===== src/efms_pkg.sv =====
// ----------------------------------------------------------------------------
// efms_pkg
// Shared constants and types for the earliest-free-machine scheduler.
// ----------------------------------------------------------------------------
package efms_pkg;

    localparam int TIME_W           = 32;
    localparam int FIELD_W          = 31;
    localparam int CFG_W            = 5;
    localparam int DEF_MAX_MACHINES = 16;

    localparam logic [TIME_W-1:0] TIME_SAT = '1;

    // Broadcast from the control to every cell.
    typedef struct packed {
        logic              clear;
        logic              load;
        logic [TIME_W-1:0] finish;
    } cell_ctrl_t;

    // What a cell hands to its left neighbor.
    typedef struct packed {
        logic              lt;
        logic [TIME_W-1:0] value;
    } cell_link_t;

    typedef enum logic [2:0] {
        ST_IDLE   = 3'b001,
        ST_CALC   = 3'b010,
        ST_INSERT = 3'b100
    } state_t;

endpackage


===== src/efms_cell.sv =====
// ----------------------------------------------------------------------------
// efms_cell
// One slot of the sorted free-time chain. On a load the chain drops its head
// and takes the new finish time in sorted place: each cell picks its right
// neighbor, the new value, or keeps its own.
// ----------------------------------------------------------------------------
module efms_cell
    import efms_pkg::*;
#(
    parameter int INDEX = 0,
    parameter int CNT_W = 5
)
(
    input  logic             clk,
    input  logic             rst_n,
    input  cell_ctrl_t       ctrl,
    input  logic [CNT_W-1:0] count,
    input  cell_link_t       right,
    output cell_link_t       left
);

    logic [TIME_W-1:0] value_reg;
    logic [TIME_W-1:0] value_next;
    logic              active;
    logic              own_lt;

    assign active = (count > CNT_W'(INDEX));
    assign own_lt = active && (value_reg < ctrl.finish);

    always_comb
    begin
        value_next = value_reg;
        if (ctrl.clear)
        begin
            value_next = '0;
        end
        else if (ctrl.load && active)
        begin
            if (right.lt)
            begin
                value_next = right.value;
            end
            else if ((INDEX == 0) || own_lt)
            begin
                value_next = ctrl.finish;
            end
        end
    end

    always_ff @(posedge clk or negedge rst_n)
    begin
        if (!rst_n)
        begin
            value_reg <= '0;
        end
        else
        begin
            value_reg <= value_next;
        end
    end

    assign left.lt    = own_lt;
    assign left.value = value_reg;

endmodule


===== src/earliest_free_machine_scheduler.sv =====
// ----------------------------------------------------------------------------
// earliest_free_machine_scheduler
// List scheduler: each job goes to the machine that frees up first. Free
// times live in a sorted chain of cells whose head is the earliest one.
//
//   channel  handshake            payload
//   job in   start, busy          release_time, duration
//   result   done (strobe)        job_finish, makespan, overflow
//   config   cfg_valid, cfg_ready cfg_data (machine count)
//
// A job takes two steps: the first adds its duration to the later of the head
// free time and its release time, the second lets the chain drop the head and
// insert the finish time. busy is high for both steps and the result strobe is
// in the second; busy then goes low in idle, so a new job is taken only once
// the last one is through. A machine count write clears the chain and the
// makespan. Reset leaves one machine, and all free times and the makespan at
// zero. The result cannot be stalled.
// ----------------------------------------------------------------------------
module earliest_free_machine_scheduler
    import efms_pkg::*;
#(
    parameter int MAX_MACHINES = DEF_MAX_MACHINES
)
(
    input  logic               clk,
    input  logic               rst_n,
    input  logic               start,
    output logic               busy,
    input  logic [FIELD_W-1:0] release_time,
    input  logic [FIELD_W-1:0] duration,
    input  logic               cfg_valid,
    output logic               cfg_ready,
    input  logic [CFG_W-1:0]   cfg_data,
    output logic               done,
    output logic [TIME_W-1:0]  job_finish,
    output logic [TIME_W-1:0]  makespan,
    output logic               overflow
);

    localparam int CNT_W = $clog2(MAX_MACHINES + 1);

    state_t             state_reg, state_next;
    logic [CNT_W-1:0]   count_reg;
    logic [FIELD_W-1:0] release_reg;
    logic [FIELD_W-1:0] duration_reg;
    logic [TIME_W-1:0]  finish_reg;
    logic [TIME_W-1:0]  makespan_reg;
    logic               overflow_reg;
    logic               done_reg;

    logic               accept;
    logic               cfg_write;
    logic [31:0]        cfg_ext;
    logic [CNT_W-1:0]   cfg_count;
    logic [TIME_W-1:0]  head;
    logic [TIME_W-1:0]  begin_time;
    logic [TIME_W:0]    sum;
    logic [TIME_W-1:0]  finish_calc;
    cell_ctrl_t         ctrl;

    cell_link_t         links [MAX_MACHINES+1];

    assign accept    = start && !busy;
    assign busy      = (state_reg != ST_IDLE);
    assign cfg_ready = !busy;
    assign cfg_write = cfg_valid && cfg_ready;

    // Machine count of zero means one; above the chain length means all.
    always_comb
    begin
        cfg_ext = 32'(cfg_data);
        if (cfg_ext == 32'd0)
        begin
            cfg_count = CNT_W'(1);
        end
        else if (cfg_ext > 32'(MAX_MACHINES))
        begin
            cfg_count = CNT_W'(MAX_MACHINES);
        end
        else
        begin
            cfg_count = cfg_ext[CNT_W-1:0];
        end
    end

    assign head        = links[0].value;
    assign begin_time  = (TIME_W'(release_reg) > head) ? TIME_W'(release_reg) : head;
    assign sum         = {1'b0, begin_time} + (TIME_W+1)'(duration_reg);
    assign finish_calc = sum[TIME_W] ? TIME_SAT : sum[TIME_W-1:0];

    always_comb
    begin
        state_next = state_reg;
        unique case (state_reg)
            ST_IDLE:   if (accept) state_next = ST_CALC;
            ST_CALC:   state_next = ST_INSERT;
            ST_INSERT: state_next = ST_IDLE;
            default:   state_next = ST_IDLE;
        endcase
    end

    always_ff @(posedge clk or negedge rst_n)
    begin
        if (!rst_n)
        begin
            state_reg    <= ST_IDLE;
            count_reg    <= CNT_W'(1);
            makespan_reg <= '0;
            done_reg     <= 1'b0;
        end
        else
        begin
            state_reg <= state_next;
            done_reg  <= (state_reg == ST_CALC);
            if (cfg_write)
            begin
                count_reg    <= cfg_count;
                makespan_reg <= '0;
            end
            else if (state_reg == ST_CALC && finish_calc > makespan_reg)
            begin
                makespan_reg <= finish_calc;
            end
        end
    end

    always_ff @(posedge clk)
    begin
        if (accept)
        begin
            release_reg  <= release_time;
            duration_reg <= duration;
        end
        if (state_reg == ST_CALC)
        begin
            finish_reg   <= finish_calc;
            overflow_reg <= sum[TIME_W];
        end
    end

    assign ctrl.clear  = cfg_write;
    assign ctrl.load   = (state_reg == ST_INSERT);
    assign ctrl.finish = finish_reg;

    assign links[MAX_MACHINES].lt    = 1'b0;
    assign links[MAX_MACHINES].value = '0;

    for (genvar i = 0; i < MAX_MACHINES; i++)
    begin : g_cell
        efms_cell #(
            .INDEX (i),
            .CNT_W (CNT_W)
        ) u_cell (
            .clk   (clk),
            .rst_n (rst_n),
            .ctrl  (ctrl),
            .count (count_reg),
            .right (links[i+1]),
            .left  (links[i])
        );
    end

    assign done       = done_reg;
    assign job_finish = finish_reg;
    assign makespan   = makespan_reg;
    assign overflow   = overflow_reg;

    // The result beat comes only in the cycle the chain takes the insert.
    a_done_in_insert: assert property (@(posedge clk) disable iff (!rst_n)
        done |-> (state_reg == ST_INSERT))
        else $error("result strobe outside insert cycle");

    a_makespan_covers: assert property (@(posedge clk) disable iff (!rst_n)
        done |-> (makespan >= job_finish))
        else $error("makespan below job finish");

    a_overflow_sat: assert property (@(posedge clk) disable iff (!rst_n)
        (done && overflow) |-> (job_finish == TIME_SAT))
        else $error("overflow without saturated finish");

    a_accept_calc: assert property (@(posedge clk) disable iff (!rst_n)
        accept |=> (state_reg == ST_CALC))
        else $error("accepted job did not start");

    a_cfg_clears: assert property (@(posedge clk) disable iff (!rst_n)
        cfg_write |=> (makespan_reg == '0 && head == '0))
        else $error("config write did not clear schedule");

endmodule


===== config.mk =====
export PLATFORM = sky130hd
export DESIGN_NAME = earliest_free_machine_scheduler
export DESIGN_NICKNAME = d
export VERILOG_FILES = /design/src/efms_pkg.sv /design/src/efms_cell.sv /design/src/earliest_free_machine_scheduler.sv
export SDC_FILE = /design/constraint.sdc
export NUM_CORES = 2
export LEC_CHECK = 0
export BUFFER_PORTS_ARGS = -buffer_cell sky130_fd_sc_hd__buf_4
export CAP_MARGIN = 25
export CORE_UTILIZATION = 60
export CTS_CLUSTER_SIZE = 40
export DETAILED_ROUTE_END_ITERATION = 10
export PLACE_DENSITY_LB_ADDON = 0.05
export SLEW_MARGIN = 15
export SYNTH_ARGS = -nofsm -noshare
export SYNTH_HDL_FRONTEND = slang
export SYNTH_SLANG_ARGS = --single-unit
export TNS_END_PERCENT = 10

===== constraint.sdc =====
create_clock -name clk -period 13.9 [get_ports clk]
set_input_delay 2.78 -clock clk [delete_from_list [all_inputs] [get_ports clk]]
set_output_delay 2.78 -clock clk [all_outputs]
set_load 0.02 [all_outputs]

Yosys cells after proc, flatten, opt, wreduce, memory -nomap -nowiden
Cells that the tools add are included.
{ "totals": {"regBits": 648, "input_bits": 71, "out_inout_bits": 68} }
{ "classes": {"addsub": 1, "n_lt_le_gt_ge": 34, "n_eq_ne": 5, "mux": 70, "reduce_logical": 83} }
{ "ops": {"columns": ["operator", "n"], "rows": [
  ["$mux W32", 66],
  ["$lt A32 B32 Y1", 15],
  ["$reduce_bool A3 Y1", 14],
  ["$gt A5 B4 Y1 const B", 8],
  ["$reduce_bool A2 Y1", 18],
  ["$logic_and A1 B1 Y1", 34],
  ["$add A32 B31 Y33", 1],
  ["$gt A31 B32 Y1", 1],
  ["$gt A32 B32 Y1", 1],
  ["$reduce_and A2 Y1", 15],
  ["$gt A5 B3 Y1 const B", 4],
  ["$gt A5 B1 Y1 const B", 2],
  ["$gt A5 B2 Y1 const B", 2],
  ["$mux W5", 2],
  ["$pmux W3 S2", 1],
  ["$gt A5 B5 Y1 const B", 1],
  ["$logic_not A5 Y1", 1],
  ["$eq A3 B1 Y1 const B", 1],
  ["$eq A3 B2 Y1 const B", 1],
  ["$eq A3 B3 Y1 const B", 1],
  ["$mux W3", 1],
  ["$ne A3 B1 Y1 const B", 1],
  ["$ne A2 B2 Y1 const B", 1],
  ["$logic_not A1 Y1", 1]
]} }

Logic depth before layout (Yosys ltp)
{ "depth": {"ltp_word": 8, "mapped_depth": 38, "ltp_nobuf": 33} }

Modules after synthesis
Synthesis repeated with hierarchy kept, for this count alone.
{ "hier_totals": {"cells_unflattened": 5436, "hier_area_um2": 52992.1} }
{ "modules_own_cells": {"columns": ["mod", "instances", "cells_per_inst", "area_per_inst_um2", "seq_area_each_um2"], "rows": [
  ["earliest_free_machine_scheduler", 1, 816, 8604.5, 3881.2],
  ["efms_cell at g_cell[10].u_cell ...", 2, 256, 2672.6, 800.8],
  ["efms_cell at g_cell[15].u_cell", 1, 415, 3393.3, 800.8],
  ["efms_cell at g_cell[6].u_cell", 1, 338, 3019.1, 800.8],
  ["efms_cell at g_cell[2].u_cell", 1, 367, 2909.0, 800.8],
  ["efms_cell at g_cell[3].u_cell", 1, 292, 2885.3, 800.8],
  ["efms_cell at g_cell[11].u_cell", 1, 289, 2870.3, 800.8],
  ["efms_cell at g_cell[7].u_cell", 1, 288, 2866.5, 800.8],
  ["efms_cell at g_cell[5].u_cell", 1, 271, 2826.5, 800.8],
  ["efms_cell at g_cell[13].u_cell", 1, 255, 2666.3, 800.8],
  ["efms_cell at g_cell[12].u_cell", 1, 257, 2662.6, 800.8],
  ["efms_cell at g_cell[14].u_cell", 1, 259, 2636.3, 800.8],
  ["efms_cell at g_cell[9].u_cell", 1, 261, 2632.5, 800.8],
  ["efms_cell at g_cell[1].u_cell", 1, 300, 2623.8, 800.8],
  ["+2 rows", null, null, null, null]
]} }

Worst setup path before layout
OpenSTA, ideal clock, no wires.
{ "synth_path": {"path_type": "register -> register", "startpoint": "register release_reg[25]", "endpoint": "register makespan_reg[0] (netlist: makespan[0])", "setup_ns": 0.083, "t_arrival_ns": 6.964, "t_required_ns": 13.817, "slack_ns": 6.853, "stages_incl_launch_ff": 36, "path_cell_list": "edfxtp_1 > ha_1 > a21o_1 > a21o_1 > a21oi_1 > nor2b_1 > o21ai_0 > a211o_1 > o211ai_1 > and2_1 > clkbuf_1 > buf_1 > mux2_2 > ha_1 > a21o_1 > a2111oi_2 > a31oi_1 > a211o_1 > a31oi_4 > o31ai_1 > nand2_1 > inv_2 > clkbuf_1 > or2_2 > ha_1 > nand4_1 > nor3_1 > nand2_1 > or3_1 > o22ai_1 > nor4_1 > a21oi_1 > clkbuf_1 > buf_1 > o21ai_0 > o21ai_0"} }
{ "synth_between": {"elab_chain_len": 7} }
{ "synth_lines": {"columns": ["item", "line_no", "source"], "rows": [
  ["start: declaration", "earliest_free_machine_scheduler.sv:44", "logic [FIELD_W-1:0] release_reg;"],
  ["start signal: assignment", "earliest_free_machine_scheduler.sv:131", "release_reg <= release_time;"],
  ["$gt A31 B32 Y1", "earliest_free_machine_scheduler.sv:87", "assign begin_time = (TIME_W'(release_reg) > head) ? TIME_W'(release_reg) : head;"],
  ["$mux W32 *", "earliest_free_machine_scheduler.sv:87", null],
  ["$add A32 B31 Y33 *", "earliest_free_machine_scheduler.sv:88", "assign sum = {1'b0, begin_time} + (TIME_W+1)'(duration_reg);"],
  ["$mux W32 *", "earliest_free_machine_scheduler.sv:89", "assign finish_calc = sum[TIME_W] ? TIME_SAT : sum[TIME_W-1:0];"],
  ["net finish_calc[24]", "earliest_free_machine_scheduler.sv:58", "logic [TIME_W-1:0] finish_calc;"],
  ["$gt A32 B32 Y1 *", "earliest_free_machine_scheduler.sv:120", "else if (state_reg == ST_CALC && finish_calc > makespan_reg)"],
  ["$logic_and A1 B1 Y1 *", "earliest_free_machine_scheduler.sv:120", null],
  ["$reduce_bool A2 Y1 (no source line) *", null, null],
  ["end signal: assignment", "earliest_free_machine_scheduler.sv:122", "makespan_reg <= finish_calc;"],
  ["end: declaration", "earliest_free_machine_scheduler.sv:47", "logic [TIME_W-1:0] makespan_reg;"]
]} }
The timed path passes the listed nets; every way through them passes the cells marked *. The select of a mux whose other input is x is not followed.
A chain may end at the register's enable or synchronous reset.

Worst setup path in the final report
{ "layout_path": {"startpoint": "register g_cell[0].u_cell.value_reg[1]", "endpoint": "register makespan_reg[25] (netlist: makespan[25])"} }
{ "layout_between": {"elab_chain_len": 7} }
{ "layout_lines": {"columns": ["item", "line_no", "source"], "rows": [
  ["start: declaration", "efms_cell.sv:22", "logic [TIME_W-1:0] value_reg;"],
  ["start signal: assignment", "efms_cell.sv:58", "value_reg <= value_next;"],
  ["$gt A31 B32 Y1", "earliest_free_machine_scheduler.sv:87", null],
  ["$mux W32 *", "earliest_free_machine_scheduler.sv:87", null],
  ["$add A32 B31 Y33 *", "earliest_free_machine_scheduler.sv:88", null],
  ["$mux W32 *", "earliest_free_machine_scheduler.sv:89", null],
  ["net finish_calc[24]", "earliest_free_machine_scheduler.sv:58", null],
  ["$gt A32 B32 Y1 *", "earliest_free_machine_scheduler.sv:120", null],
  ["$logic_and A1 B1 Y1 *", "earliest_free_machine_scheduler.sv:120", null],
  ["$reduce_bool A2 Y1 (no source line) *", null, null]
]} }
Marked as above.

==> results.txt <==
Worst Path Buf+Inv -> 6
FF-to-FF End -> makespan[25]
Leak -> 22.26 nW
final hold vios -> 0
commonest non-fill, non-tap cell in the layout -> ha_1
post-route ant nets -> 0
Slowest cell on crit path -> a31oi_1
DRT iter0 DRCs -> 3272
Top Usage Layer GRT -> met2
area share of and/or/nand/nor cells after synthesis -> 12.04%
CORE AREA -> 70150 sq um
GP Congestion -> 0.9450
worst hold margin -> 0.5004 ns
relative slew slack -> 32.25%
RSZ-0062 raised after global routing -> false
Mapped Nets -> 5047
Synth Area in XOR/XNOR -> 0.5353%
Yosys reg bits -> 648
share of post-route cells with drive strength above 1 -> 12.21%
Tmin final -> 9.093 ns
global-route wire length before repair -> 205100 um
Setup Fix Bufs, Post-CTS -> 0
Post-synth EDFFs -> 95
Worst Hold Launch -> g_cell[0].u_cell.value_reg[1]
Reg2Reg Setup Slack -> 4.81 ns
largest net degree at the start of global routing -> 175
die area -> 71970 sq um
Die H -> 268.3 um
Setup crit start -> g_cell[0].u_cell.value_reg[1]
drt drc -> 0
Final Util -> 67.28%
vias in the first global route -> 34.90k
mux contribution to synthesized area -> 6.653%
Tot Pwr -> 9.065 mW
commonest non-fill, non-tap cells in the layout -> 559 x ha_1, 551 x dfrtp_1, 460 x o21ai_0
CTS tree -> yes
f_max -> 110.0 MHz
Worst EP required -> 14.48 ns
drt first pass iters -> 8
Main synth FF type -> dfrtp_1
Critical Path Fanout Max -> 53
initial antenna violation count -> 2
Max Slew Vio Count -> 0
Largest register FFs -> 512
Routed WL per cell -> 24.25 um
largest family of logic cells by synthesized area -> compound AO/OA/AOI/OAI gates
Cell Area, Synth -> 42540 sq um
Rows -> 97
area grow syn2layout -> 10.94%
clk_skew -> 0.03324 ns
critical setup path kind -> flip-flop to flip-flop
Starting Density -> 60.64%
DR vias -> 35.90k
die width -> 268.3 um
outcome -> completed
drt via density -> 6.573
hold_buf cts -> 0
Post-Synth Adder-Cell Area -> 16.49%
DP Cell Count -> 5317
M3 GR Usage -> 6.680%
Hold Crit Depth -> 2
Area contributors post-synth -> dfrtp_1 32%, ha_1 16%, edfxtp_1 6.7%, o21ai_0 5.4%, mux2i_1 4.6%
Yosys warning total -> 0
Tot GR Track Use -> 37.13%
complex-gate fraction of the synthesized area -> 21.23%
reg2reg path depth -> 36
Worst Hold Class -> flip-flop to flip-flop
dominant cell type by area after synthesis -> dfrtp_1
fin area -> 47200 sq um
top-area cell type share of the netlist area -> 32.41%
CP startpoint kind -> flip-flop
fill cell count -> 5720
H-tree levels -> 3
met1 Usage GRT -> 49.20%
Nets -> 5093
setup violators final -> 0
Final Non-Filler Cells -> 5462
# port buffers -> 138
grt ovf -> 0
delay-heaviest family, CP -> compound AO/OA/AOI/OAI gates
setup TNS -> 0 ns
CP Data Arrival Time -> 9.67 ns
CTS Buffer Depth -> 3
clk root buf -> clkbuf_16
Power Dens Cells -> 192.1 nW/um^2
Worst-path clk slew -> 0.06 ns
CTS buffer count -> 76
Ant. Diodes -> 0
M2 GR Usage -> 58.73%
Max Cap Viol -> 0
CTS resizes -> 0
drt total wl -> 132500 um
dpl cell area -> 44600 sq um
clock sink count -> 648
CP max stage delay -> 0.54 ns
Mean Syn Cell Area -> 9.634 sq um
placed wire-length estimate -> 92780 um
I/O pin count -> 139
Max VDD drop -> 396.8 uV
Worst Tran Pin Value -> 1.014 ns
Synth Instances -> 4416
Async SR Flop Fraction -> 85.34%
sequential fraction of the synthesis area -> 39.24%
Worst Setup End Kind -> flip-flop
Min-Delay Endpoint -> g_cell[0].u_cell.value_reg[1]
Clock Latency Late Sink -> 0.65 ns
RR Startpoint -> g_cell[0].u_cell.value_reg[1]
Final period util -> 65.42%
synth unique cells -> 86
worst slack, placed -> 5.132 ns
setup ws final -> 4.807 ns
## report_power, final
group	internal (mW)	switching, mW
clock network	1.16	0.842
registers	2.29	0.335
logic	1.68	2.76
## synthesized netlist by cell type, drive strengths merged, types with 49 or more instances
master,count
o21a,52
a211oi,144
a21o,90
mux2i,195
ha,559
nor2,317
o21ai,488
buf,93
nand4,84
clkbuf,194
nand3,166
a22oi,49
mux2,78
nand2,313
o31ai,57
edfxtp,95
dfrtp,551
a21oi,315
inv,111
## worst reg2reg max path: cells and delay by family, from the launching register on
kind	cells	cell delay, ns
flip-flops	1	0.34
adder cells (fa/ha/maj)	4	0.97
multiplexers	1	0.27
AND/OR/NAND/NOR	13	2.55
AO/OA/AOI/OAI	12	3.13
buffers and inverters	6	1.77
## routing by layer
layer  vias to the layer above  wire (um)
li1                      16612          -
met1                     17683      55990
met2                      1263      60190
met3                       341       9498
met4                         0       6786
met5                         -          0
## area by class of cell
class | count | area (sq um) | share of cell area, %
clock buffers | 121 | 2316 | 4.907
clock inverters | 17 | 136.4 | 0.2890
inverters | 111 | 416.7 | 0.8828
multi-input cells | 3370 | 24390 | 51.68
flip-flops and latches | 648 | 16690 | 35.37
well taps | 940 | 1176 | 2.492
repair buffers | 255 | 2067 | 4.380
## logic make-up (layout without fill, tap and decap cells)
group                      Yosys count  after routing
xor gates and xnor gates            26             26
adders and majority gates          560            560
AOI/OAI and AO/OA                 1410           1410
buffers and inverters              398            504
and+or+nand+nor                   1101           1101
muxes                              273            273
DFF                                648            648
## how the worst max path moves through the flow
stage | endpoint | slack (ns) | cells after the start
final | makespan[25] | 4.81 | 36
after global routing | makespan[31] | 4.27 | 36
after CTS | makespan[25] | 5.11 | 36
after detailed placement | makespan[25] | 5.13 | 36
after global placement | makespan[25] | 5.35 | 36
after floorplan | makespan[0] | 6.85 | 35
No activity file was read; power rests on OpenSTA's default activity.
